### src/ray_voxel_grid_traversal_unit_defines.svh
// Assertion macros shared by the ray voxel walk RTL
`ifndef RAY_VOXEL_GRID_TRAVERSAL_UNIT_DEFINES_SVH
`define RAY_VOXEL_GRID_TRAVERSAL_UNIT_DEFINES_SVH

// Assert an implication sampled on clk, disabled in reset
`define RVG_ASSERT_IMP(label, ante, cons, msg) \
  label: assert property (@(posedge clk) disable iff (!rst_n) (ante) |-> (cons)) \
    else $error(msg);

// Assert a next-cycle implication sampled on clk, disabled in reset
`define RVG_ASSERT_NXT(label, ante, cons, msg) \
  label: assert property (@(posedge clk) disable iff (!rst_n) (ante) |=> (cons)) \
    else $error(msg);

`endif

### src/rvg_pkg.sv
`timescale 1ns / 1ps
// ----------------------------------------------------------------------------
// rvg_pkg
// Shared constants and types of the ray voxel walk.
// ----------------------------------------------------------------------------
package rvg_pkg;
  localparam int unsigned CFG_IDX_W = 3;
  localparam int unsigned CFG_DATA_W = 31;
  localparam logic [CFG_IDX_W-1:0] REG_CELLS_X = 3'd0;
  localparam logic [CFG_IDX_W-1:0] REG_CELLS_Y = 3'd1;
  localparam logic [CFG_IDX_W-1:0] REG_CELLS_Z = 3'd2;
  localparam logic [CFG_IDX_W-1:0] REG_WIDTH_X = 3'd3;
  localparam logic [CFG_IDX_W-1:0] REG_WIDTH_Y = 3'd4;
  localparam logic [CFG_IDX_W-1:0] REG_WIDTH_Z = 3'd5;
  localparam logic [CFG_IDX_W-1:0] REG_EPS     = 3'd6;

  // Divider operands are 64-bit unsigned; quotients fit in 64 bits
  localparam int unsigned DIV_W = 64;

  typedef struct packed {
    logic start;
    logic busy;
    logic done;
  } div_ctl_t;
endpackage

### src/ray_voxel_grid_traversal_unit.sv
`timescale 1ns / 1ps
// Setup runs up to nine divisions on the shared divider (start cell, delta
// and first crossing per axis; an axis at or below epsilon needs only the
// first) before the first cell is presented. One ray at a time: a new ray is
// taken only after the last cell of the previous one is taken, and each
// further cell is computed after the previous one is taken.
// Reset: rst_n synchronous, active low; 16 cells, width 1.0, epsilon 1, idle.
// ----------------------------------------------------------------------------
// ray_voxel_grid_traversal_unit
// 3D DDA walk of a ray through a uniform voxel grid, Q16.16.
// ----------------------------------------------------------------------------
`include "ray_voxel_grid_traversal_unit_defines.svh"
module ray_voxel_grid_traversal_unit #(
  parameter int unsigned MAX_CELLS_PER_AXIS = 16,
  parameter int unsigned COORD_FRAC_BITS = 16
) (
  input  logic                             clk,
  input  logic                             rst_n,
  input  logic                             cfg_we,
  input  logic [rvg_pkg::CFG_IDX_W-1:0]    cfg_index,
  input  logic [rvg_pkg::CFG_DATA_W-1:0]   cfg_data,
  input  logic                             in_valid,
  output logic                             in_stall,
  input  logic signed [31:0]               in_entry_x,
  input  logic signed [31:0]               in_entry_y,
  input  logic signed [31:0]               in_entry_z,
  input  logic signed [18:0]               in_dir_x,
  input  logic signed [18:0]               in_dir_y,
  input  logic signed [18:0]               in_dir_z,
  input  logic signed [31:0]               in_t_start,
  input  logic signed [31:0]               in_t_limit,
  output logic                             out_valid,
  input  logic                             out_stall,
  output logic [3:0]                       out_cell_x,
  output logic [3:0]                       out_cell_y,
  output logic [3:0]                       out_cell_z,
  output logic [11:0]                      out_cell_address,
  output logic signed [31:0]               out_t_enter,
  output logic                             out_last
);
  localparam int unsigned W = rvg_pkg::DIV_W;
  localparam int unsigned MAXRES = 3 * (MAX_CELLS_PER_AXIS - 1) + 1;
  localparam int unsigned NW = $clog2(MAXRES + 1);
  localparam logic signed [33:0] SMAX = 34'sh0_7FFF_FFFF;
  localparam logic signed [33:0] SMIN = -34'sh0_8000_0000;

  typedef enum logic [2:0] {
    ST_IDLE, ST_CELL, ST_DELTA, ST_NEXT, ST_WAIT, ST_EMIT, ST_OUT
  } state_t;
  typedef enum logic [1:0] { PH_CELL, PH_DELTA, PH_NEXT } phase_t;

  // Configuration registers
  logic [4:0]  cells_r [3];
  logic [30:0] width_r [3];
  logic [15:0] eps_r;

  // Ray registers
  logic signed [31:0] ent_r [3];
  logic signed [18:0] dir_r [3];
  logic signed [31:0] t0_r, tlim_r;
  logic [4:0]  pos_r [3];
  logic signed [31:0] nxt_r [3];
  logic [31:0] dlt_r [3];
  logic [2:0]  neg_r, act_r;
  logic signed [31:0] cur_r;
  logic [NW-1:0] n_r;
  logic [1:0]  ax_r;
  phase_t      ph_r;
  state_t      st_r;
  logic        div_start;
  logic [W-1:0] div_a, div_b, div_q;
  rvg_pkg::div_ctl_t dctl;

  logic [4:0]  ec [3];
  logic [31:0] ew [3];
  logic [18:0] mag [3];
  logic [1:0]  best;
  logic        has_best, stop;
  logic signed [33:0] sum_s;
  logic [4:0]  new_pos;

  logic [W-1:0] q_sat;
  logic [35:0] g_lo;
  logic signed [37:0] ent_s, lo_s, hi_s, diff;
  logic [37:0] diff_mag;
  logic signed [34:0] q_s;
  logic signed [35:0] ns;
  logic signed [31:0] nxt_init;

  rvg_divider u_div (
    .clk(clk), .rst_n(rst_n), .start(div_start), .dividend(div_a),
    .divisor(div_b), .ctl(dctl), .quotient(div_q)
  );

  // Effective counts, widths and direction magnitudes
  always_comb begin
    for (int a = 0; a < 3; a++) begin
      if (cells_r[a] == 5'd0) ec[a] = 5'd1;
      else if (32'(cells_r[a]) > MAX_CELLS_PER_AXIS) ec[a] = 5'(MAX_CELLS_PER_AXIS);
      else ec[a] = cells_r[a];
      ew[a] = (width_r[a] == '0) ? 32'd1 : {1'b0, width_r[a]};
      mag[a] = dir_r[a][18] ? 19'(-dir_r[a]) : 19'(dir_r[a]);
    end
  end

  // Divider operands for the current axis and phase
  always_comb begin
    div_b = W'(mag[ax_r]);
    div_a = '0;
    unique case (ph_r)
      PH_CELL: begin
        div_a = ent_r[ax_r][31] ? '0 : W'(ent_r[ax_r]);
        div_b = W'(ew[ax_r]);
      end
      PH_DELTA: div_a = W'(ew[ax_r]) << COORD_FRAC_BITS;
      PH_NEXT: div_a = W'(diff_mag) << COORD_FRAC_BITS;
      default: div_a = '0;
    endcase
  end
  assign div_start = (st_r == ST_CELL) || (st_r == ST_DELTA) || (st_r == ST_NEXT);

  // Pick the stepping axis; ties favor x, then y
  always_comb begin
    best = 2'd0;
    has_best = 1'b0;
    for (int a = 0; a < 3; a++) begin
      if (act_r[a] && (!has_best || nxt_r[a] < nxt_r[best])) begin
        best = 2'(a);
        has_best = 1'b1;
      end
    end
    sum_s = 34'(nxt_r[best]) + 34'(signed'({2'b00, dlt_r[best]}));
    new_pos = neg_r[best] ? pos_r[best] - 5'd1 : pos_r[best] + 5'd1;
    stop = !has_best || (32'(n_r) + 1 >= MAXRES) ||
           (neg_r[best] ? new_pos == 5'h1F : new_pos == ec[best]) ||
           (nxt_r[best] > tlim_r);
  end

  // Configuration writes
  always_ff @(posedge clk) begin
    if (!rst_n) begin
      for (int a = 0; a < 3; a++) begin
        cells_r[a] <= 5'd16;
        width_r[a] <= 31'd65536;
      end
      eps_r <= 16'd1;
    end else if (cfg_we) begin
      unique case (cfg_index)
        rvg_pkg::REG_CELLS_X: cells_r[0] <= cfg_data[4:0];
        rvg_pkg::REG_CELLS_Y: cells_r[1] <= cfg_data[4:0];
        rvg_pkg::REG_CELLS_Z: cells_r[2] <= cfg_data[4:0];
        rvg_pkg::REG_WIDTH_X: width_r[0] <= cfg_data;
        rvg_pkg::REG_WIDTH_Y: width_r[1] <= cfg_data;
        rvg_pkg::REG_WIDTH_Z: width_r[2] <= cfg_data;
        rvg_pkg::REG_EPS:     eps_r <= cfg_data[15:0];
        default: ;
      endcase
    end
  end

  // Distance to the next boundary and the saturated first crossing
  always_comb begin
    q_sat = div_q;
    g_lo = 36'(pos_r[ax_r]) * 36'(ew[ax_r]);
    ent_s = 38'(ent_r[ax_r]);
    lo_s = signed'({2'b00, g_lo});
    hi_s = lo_s + signed'({6'd0, ew[ax_r]});
    diff = neg_r[ax_r] ? ent_s - lo_s : hi_s - ent_s;
    diff_mag = diff[37] ? unsigned'(-diff) : unsigned'(diff);
    q_s = diff[37] ? -signed'({2'b00, div_q[32:0]}) : signed'({2'b00, div_q[32:0]});
    ns = 36'(t0_r) + 36'(q_s);
    if (|div_q[W-1:33]) nxt_init = diff[37] ? 32'sh8000_0000 : 32'sh7FFF_FFFF;
    else if (ns > 36'(SMAX)) nxt_init = 32'sh7FFF_FFFF;
    else if (ns < 36'(SMIN)) nxt_init = 32'sh8000_0000;
    else nxt_init = 32'(ns);
  end

  // Sequencer: per-axis setup through the divider, then the walk
  always_ff @(posedge clk) begin
    if (!rst_n) begin
      st_r <= ST_IDLE;
      out_valid <= 1'b0;
      ax_r <= 2'd0;
      ph_r <= PH_CELL;
      n_r <= '0;
    end else begin
      unique case (st_r)
        ST_IDLE: if (in_valid) begin
          ent_r[0] <= in_entry_x; ent_r[1] <= in_entry_y; ent_r[2] <= in_entry_z;
          dir_r[0] <= in_dir_x; dir_r[1] <= in_dir_y; dir_r[2] <= in_dir_z;
          t0_r <= in_t_start; tlim_r <= in_t_limit; cur_r <= in_t_start;
          ax_r <= 2'd0; ph_r <= PH_CELL; n_r <= '0;
          st_r <= ST_CELL;
        end
        ST_CELL, ST_DELTA, ST_NEXT: st_r <= ST_WAIT;
        ST_WAIT: if (dctl.done) begin
          unique case (ph_r)
            PH_CELL: begin
              if (|q_sat[W-1:5] || q_sat[4:0] >= ec[ax_r])
                pos_r[ax_r] <= ec[ax_r] - 5'd1;
              else pos_r[ax_r] <= q_sat[4:0];
              if ({13'd0, mag[ax_r]} <= {16'd0, eps_r}) begin
                act_r[ax_r] <= 1'b0;
                neg_r[ax_r] <= 1'b0;
                if (ax_r == 2'd2) st_r <= ST_EMIT;
                else begin ax_r <= ax_r + 2'd1; st_r <= ST_CELL; end
              end else begin
                act_r[ax_r] <= 1'b1;
                neg_r[ax_r] <= dir_r[ax_r][18];
                ph_r <= PH_DELTA; st_r <= ST_DELTA;
              end
            end
            PH_DELTA: begin
              dlt_r[ax_r] <= (|q_sat[W-1:31]) ? 32'h7FFF_FFFF : q_sat[31:0];
              ph_r <= PH_NEXT; st_r <= ST_NEXT;
            end
            PH_NEXT: begin
              nxt_r[ax_r] <= nxt_init;
              ph_r <= PH_CELL;
              if (ax_r == 2'd2) st_r <= ST_EMIT;
              else begin ax_r <= ax_r + 2'd1; st_r <= ST_CELL; end
            end
            default: st_r <= ST_IDLE;
          endcase
        end
        ST_EMIT: begin
          out_cell_x <= pos_r[0][3:0];
          out_cell_y <= pos_r[1][3:0];
          out_cell_z <= pos_r[2][3:0];
          out_cell_address <= 12'(({7'd0, pos_r[0]} * {7'd0, ec[1]} + {7'd0, pos_r[1]}) *
                              {7'd0, ec[2]} + {7'd0, pos_r[2]});
          out_t_enter <= cur_r;
          out_last <= stop;
          out_valid <= 1'b1;
          n_r <= n_r + 1'b1;
          if (!stop) begin
            pos_r[best] <= new_pos;
            nxt_r[best] <= sum_s > SMAX ? 32'sh7FFF_FFFF :
                           (sum_s < SMIN ? 32'sh8000_0000 : 32'(sum_s));
            cur_r <= nxt_r[best];
          end
          st_r <= ST_OUT;
        end
        ST_OUT: if (!out_stall) begin
          out_valid <= 1'b0;
          st_r <= out_last ? ST_IDLE : ST_EMIT;
        end
        default: st_r <= ST_IDLE;
      endcase
    end
  end

  assign in_stall = (st_r != ST_IDLE);

  `RVG_ASSERT_IMP(a_busy_stall, out_valid, in_stall, "output pending while input open")
  `RVG_ASSERT_NXT(a_div_start, div_start, dctl.busy, "divider did not start")
  `RVG_ASSERT_IMP(a_emit_div_idle, st_r == ST_EMIT, !dctl.busy, "walk during divide")
endmodule

### src/rvg_divider.sv
`timescale 1ns / 1ps
// ----------------------------------------------------------------------------
// rvg_divider
// Shared restoring divider, one quotient bit per cycle.
// ----------------------------------------------------------------------------
module rvg_divider (
  input  logic                          clk,
  input  logic                          rst_n,
  input  logic                          start,
  input  logic [rvg_pkg::DIV_W-1:0]     dividend,
  input  logic [rvg_pkg::DIV_W-1:0]     divisor,
  output rvg_pkg::div_ctl_t             ctl,
  output logic [rvg_pkg::DIV_W-1:0]     quotient
);
  localparam int unsigned W = rvg_pkg::DIV_W;
  localparam int unsigned CW = $clog2(W + 1);

  logic [W-1:0]  q_r, q_nxt;
  logic [W-1:0]  rem_r, rem_nxt;
  logic [W-1:0]  dsr_r, dsr_nxt;
  logic [CW-1:0] cnt_r, cnt_nxt;
  logic          busy_r, busy_nxt;
  logic          done_r, done_nxt;
  logic [W:0]    trial;
  logic [W:0]    shifted;

  // Load the operands on start, else compute one quotient bit
  always_comb begin
    q_nxt = q_r;
    rem_nxt = rem_r;
    dsr_nxt = dsr_r;
    cnt_nxt = cnt_r;
    busy_nxt = busy_r;
    done_nxt = 1'b0;
    shifted = {rem_r, q_r[W-1]};
    trial = shifted - {1'b0, dsr_r};
    if (start) begin
      q_nxt = dividend;
      rem_nxt = '0;
      dsr_nxt = divisor;
      cnt_nxt = CW'(W);
      busy_nxt = 1'b1;
    end else if (busy_r) begin
      if (!trial[W]) begin
        rem_nxt = trial[W-1:0];
        q_nxt = {q_r[W-2:0], 1'b1};
      end else begin
        rem_nxt = shifted[W-1:0];
        q_nxt = {q_r[W-2:0], 1'b0};
      end
      cnt_nxt = cnt_r - 1'b1;
      if (cnt_r == CW'(1)) begin
        busy_nxt = 1'b0;
        done_nxt = 1'b1;
      end
    end
  end

  always_ff @(posedge clk) begin
    q_r <= q_nxt;
    rem_r <= rem_nxt;
    dsr_r <= dsr_nxt;
    cnt_r <= cnt_nxt;
    if (!rst_n) begin
      busy_r <= 1'b0;
      done_r <= 1'b0;
    end else begin
      busy_r <= busy_nxt;
      done_r <= done_nxt;
    end
  end

  assign quotient = q_r;
  assign ctl.start = start;
  assign ctl.busy = busy_r;
  assign ctl.done = done_r;
endmodule

### config.mk
export PLATFORM = sky130hd
export DESIGN_NAME = ray_voxel_grid_traversal_unit
export DESIGN_NICKNAME = d
export VERILOG_FILES = /design/src/rvg_pkg.sv /design/src/ray_voxel_grid_traversal_unit.sv /design/src/rvg_divider.sv
export VERILOG_INCLUDE_DIRS = /design/src /design/src/src
export SDC_FILE = /design/constraint.sdc
export NUM_CORES = 2
export LEC_CHECK = 0
export ABC_AREA = 1
export BUFFER_PORTS_ARGS = -buffer_cell sky130_fd_sc_hd__buf_2
export CAP_MARGIN = 0
export CORE_ASPECT_RATIO = 1.1
export CORE_MARGIN = 2
export CORE_UTILIZATION = 55
export CTS_CLUSTER_SIZE = 20
export DETAILED_ROUTE_END_ITERATION = 6
export PLACE_DENSITY = 0.8
export SKIP_CTS_REPAIR_TIMING = 1
export SLEW_MARGIN = 40
export SYNTH_ARGS = -nofsm -noshare
export SYNTH_HDL_FRONTEND = slang
export SYNTH_SLANG_ARGS = --single-unit
export TNS_END_PERCENT = 30
### constraint.sdc
create_clock -name clk -period 26.3 [get_ports clk]
set_input_delay 5.26 -clock clk [delete_from_list [all_inputs] [get_ports clk]]
set_output_delay 5.26 -clock clk [all_outputs]
set_load 0.05 [all_outputs]
### After elaboration in Yosys (flattened, before gate mapping)

Memory sizes are Yosys's and may differ from the RTL's. A register that Yosys moved wholly into a read port is not among the register bits.
Cells that the tools add are included.
Widths: inputs -> output; s select.

| cells by class | value |
|---|---|
| add/subtract/negate cells | 20 |
| multiply operators | 3 |
| $lt $le $gt $ge | 18 |
| equal/unequal tests | 26 |
| muxes and demuxes | 160 |
| bitwise logic cells | 15 |
| reduce and logical (&&, ||, !) cells | 45 |

Operators with widths:

| kind | number |
|---|---|
| $mux 32 | 12 |
| $mux 31 | 7 |
| $mux 64 | 3 |
| $pmux 54 s3 | 1 |
| $mux 19 | 6 |
| $logic_not 31->1 | 3 |
| $mux 5 | 16 |
| $mux 38 | 2 |
| $mux 1 | 71 |
| $sub 65x64->65 | 1 |
| $bmux 32 s2 | 1 |
| $lt 32x32->1 | 2 |
| $pmux 32 s2 | 1 |
| $reduce_or 59->1 | 1 |
| $neg 19->19 | 3 |
| $bmux 19 s2 | 1 |
| $neg 38->38 | 1 |
| $sub 32x37->38 | 1 |
| $sub 38x32->38 | 1 |
| $add 36x32->37 | 1 |
| $add 32x35->36 | 1 |
| $gt 36x32->1 const B | 1 |
| $lt 36x32->1 const B | 1 |
| $mul 5x32->36 | 1 |
| 72 further kinds | 148 |

| word-level totals | value |
|---|---|
| bits in registers | 390 |
| bits in writable memories | 468 |
| bits of input ports | 256 |
| output and inout bits | 59 |
| logic and storage cells | 318 |
| memories kept | 7 |

Memory list:

| name | depth | bits a word | read ports | clocked after memory_dff | write ports | RTL line | source |
|---|---|---|---|---|---|---|---|
| dlt_r | 3 | 32 | 1 | 0 | 1 | ray_voxel_grid_traversal_unit.sv:63 | `logic [31:0] dlt_r [3];` |
| ent_r | 3 | 32 | 1 | 1 | 3 | ray_voxel_grid_traversal_unit.sv:58 | `logic signed [31:0] ent_r [3];` |
| nxt_r | 3 | 32 | 5 | 0 | 1 | ray_voxel_grid_traversal_unit.sv:62 | `logic signed [31:0] nxt_r [3];` |
| width_r | 3 | 31 | 3 | 0 | 3 | ray_voxel_grid_traversal_unit.sv:54 | `logic [30:0] width_r [3];` |
| dir_r | 3 | 19 | 4 | 1 | 3 | ray_voxel_grid_traversal_unit.sv:59 | `logic signed [18:0] dir_r [3];` |
| cells_r | 3 | 5 | 3 | 0 | 3 | ray_voxel_grid_traversal_unit.sv:53 | `logic [4:0] cells_r [3];` |
| +1 memories | n/a | n/a | n/a | n/a | n/a | n/a |  |

### Longest topological paths before layout

An unclocked memory read counts as a cell.

| depth | value |
|---|---|
| depth in word-level cells | 24 |
| gate-level depth with buffers | 91 |
| depth with buffers taken out | 88 |

### By module

From an unflattened synthesis, not the netlist that was laid out.

| second synthesis, totals | value |
|---|---|
| cells, all modules | 8039 |
| area total of the unflattened synthesis | 63140.6 um2 |

By module, submodules not included:

| module | instances | cells each | area an instance (um2) | sequential area each (um2) |
|---|---|---|---|---|
| ray_voxel_grid_traversal_unit | 1 | 5736 | 48647.9 | 19618.8 |
| rvg_divider | 1 | 2303 | 14492.6 | 5305.1 |

### Least setup slack after synthesis

OpenSTA, ideal clock, no wires.

| timing path | value |
|---|---|
| kind | input port to flip-flop |
| start | in rst_n |
| end | mem dir_r[0][0], enable pin |
| setup time | 0.667 ns |
| arrival time | 12.034 ns |
| required time | 25.633 ns |
| path slack | 13.598 ns |
| cell stages on the path | 3 |
| path buffers | 1 |
| path through | clkinv_1 clkbuf_1 nor2_1 |

RTL lines:

| item | RTL line | source |
|---|---|---|
| start: declaration | ray_voxel_grid_traversal_unit.sv:18 | `input logic rst_n,` |
| end: declaration | ray_voxel_grid_traversal_unit.sv:59 |  |

==> impl_metrics.json <==
{
  "status": "finished, final reports clean",
  "r2r-end": "nxt_r[1][25]$_DFFE_PP_",
  "synth_edf_count": 727,
  "worstHoldEndpoint": "out_t_enter[20]$_DFFE_PP_",
  "cts_tree": "built",
  "die_w_um": 311.3,
  "setup_tns_ps": 0,
  "worstSetupEndpointType": "register",
  "via_count": 48063,
  "nets": 7804,
  "grt_usage": 0.3045,
  "worstPathArrival_ps": 15450,
  "ys_seq_area_frac": 0.4188,
  "layout-drive-gt1-share": 0.1007,
  "numClockSinks": 832,
  "min_path_type": "register to register",
  "fin_crit_ps": 15000,
  "first_iter_violations": 4677,
  "dieArea_sq_um": 106500,
  "skew_ps": 37.44,
  "min_from": "cur_r[20]$_DFFE_PP_",
  "hold_viol_final": 0,
  "holdPathStages": 0,
  "setup_viol": 0,
  "cp.required_ps": 26760,
  "yosysMostFrequentCell": "nand2_1",
  "worstSetupStartpointType": "register",
  "finalNonFillerCells": 8449,
  "rsz0062_at_grt": "false",
  "ys_async_sr_fraction": 0,
  "via_per_inst": 5.689,
  "path_common_cell": "nand2_1",
  "yosys-top-cells-count": "nand2_1 (1,304), inv_1 (1,010), edfxtp_1 (727)",
  "synth.distinct_cells": 77,
  "netlist.area_leader.share": 0.3820,
  "synth_area_sq_um": 57140,
  "clock_latency_ps": 680,
  "io_pins": 315,
  "slew_violations": 0,
  "ys.warnings.count": 0,
  "start_util": 0.5522,
  "grt_overflow": 0,
  "fin_area_sq_um": 63370,
  "post-dp-hpwl_um": 126800,
  "synth-main-ff-cell": "edfxtp_1",
  "placed_area_sq_um": 60320,
  "cts.clk_slew.worst_paths_ps": 60,
  "cp_slowest_cell": "fa_1",
  "cts_buffers": 88,
  "synth-seq-cells": 832,
  "path_class": "register to register",
  "grt_pass1_vias": 46209,
  "antenna_found_initial": 7,
  "rrSetupSlack_ps": 11300,
  "synth_area_per_cell_sq_um": 8.525,
  "root_buffer": "clkbuf_16",
  "post-place-cells": 8281,
  "drc_errors": 0,
  "fin_ws_ps": 11300,
  "syn_inst": 6703,
  "fmax_ghz": 0.06669,
  "cap_violations": 0,
  "wl_um": 164700,
  "core_sq_um": 103500,
  "drt_pass1_iterations": 6,
  "dieHeight_um": 342.1,
  "max_stage_delay_ps": 540,
  "slew_headroom": 0.3521,
  "place.gp.congestion": 0.9855,
  "syn_to_final_growth_pct": 10.89,
  "yosysTopAreaCell": "edfxtp_1",
  "rows": 124,
  "synth_area_leaders": "edfxtp_1 (38%), ha_1 (9.3%), nand2_1 (8.6%)",
  "fin_crit_sh": 0.5702,
  "grt_max_degree": 85,
  "cts_max_level": 3,
  "ant_nets": 0,
  "grt_pass1_wl_um": 253500,
  "tightest_slew_ps": 965.4,
  "r2r_cells": 86,
  "critPathMaxFanout": 48,
  "port_buffers": 314,
  "wl_per_cell_um": 19.49,
  "dpl_worst_slack_ps": 11540,
  "clockBufferDepth": 3
}
==> logic make-up after synthesis <==
| family | Yosys count | synth area share |
|---|---|---|
| muxes | 1 | 0.0001752 |
| other | 1 | 0.00006562 |
| buffers and inverters | 1223 | 0.08226 |
| adders and majority gates | 562 | 0.1408 |
| and+or+nand+nor | 2424 | 0.1749 |
| xor gates and xnor gates | 264 | 0.04046 |
| AOI/OAI and AO/OA | 1396 | 0.1425 |
| DFF | 832 | 0.4188 |
==> cell type report <==
cell class / count / area, sq um
antenna: 5 / 12.51
clock buffer: 106 / 2321
clock inverter: 56 / 693.2
fill: 8720 / 40110
inverter: 1030 / 3867
multi-input combinational: 4650 / 28670
sequential: 832 / 23930
tap: 1386 / 1734
timing repair buffer: 384 / 2133
==> per-stage QoR <==
stage | hold WS [ps] | util
after floorplan | 400.3 | -
after global placement | 402.6 | 0.5823
after detailed placement | 404.5 | 0.5829
after CTS | 413.1 | 0.6120
after global routing | 423.6 | 0.6123
final | 409.1 | 0.6124
==> routing by layer <==
metal / GRT usage / wire length, um / vias to the layer above
met5: 0 / 0 / -
met4: 0.1799 / 10150 / 0
met3: 0.03813 / 12390 / 403
met2: 0.5070 / 76860 / 2055
met1: 0.3824 / 65250 / 22520
li1: - / - / 23085
==> how the worst max path moves through the flow <==
stage                                   to      from  slack, ps
floorplan            dir_r[0][0]$_DFFE_PP_     rst_n      13600
global placement     nxt_r[0][4]$_DFFE_PP_  register      11710
detailed placement   nxt_r[0][0]$_DFFE_PP_  register      11540
CTS                  nxt_r[1][7]$_DFFE_PP_  register      11500
global route        nxt_r[1][25]$_DFFE_PP_  register      10110
finish              nxt_r[1][25]$_DFFE_PP_  register      11300
==> worst max-delay path, delay by kind of cell, from the launching register on <==
family                   cells  cell delay [ps]
AO/OA/AOI/OAI               25             4400
flip-flops                   1              310
XOR/XNOR                     3              550
buffers and inverters       12             2580
AND/OR/NAND/NOR             39             4110
adder cells (fa/ha/maj)      7             2720
==> state kept, by name, indices dropped and copies added (netlist names), 4 cells and up, named ones only <==
| signal | flops |
|---|---|
| dir_r | 57 |
| nxt_r | 96 |
| out_cell_z | 4 |
| out_t_enter | 32 |
| out_cell_y | 4 |
| u_div.rem_r | 64 |
| u_div.cnt_r | 7 |
| eps_r | 16 |
| n_r | 6 |
| tlim_r | 32 |
| ent_r | 96 |
| u_div.dsr_r | 31 |
| t0_r | 32 |
| width_r | 93 |
| u_div.quotient | 64 |
| pos_r | 20 |
| cur_r | 32 |
| out_cell_x | 4 |
| cells_r | 15 |
| out_cell_address | 12 |
| dlt_r | 96 |
==> placed cells by master (no fill, tap or decap), types with 31 or more instances in the layout <==
master and n:
or2_2 69, o211ai_1 64, inv_1 1006, clkbuf_16 90, xor2_1 188, fa_1 135, xnor2_1 76, nand3_1 166
edfxtp_1 727, nor3_1 81, o21ai_0 389, a31oi_1 63, buf_2 314, ha_1 427, o21ai_1 81, buf_4 64
o22ai_1 61, nor4_1 40, a21oi_1 478, a21boi_0 31, nor2_1 655, nand4_1 45, dfxtp_1 104, nand2_1 1301
Power is not shown: default switching activity piles up to over one toggle a cycle in this logic, so the estimate is an artifact.
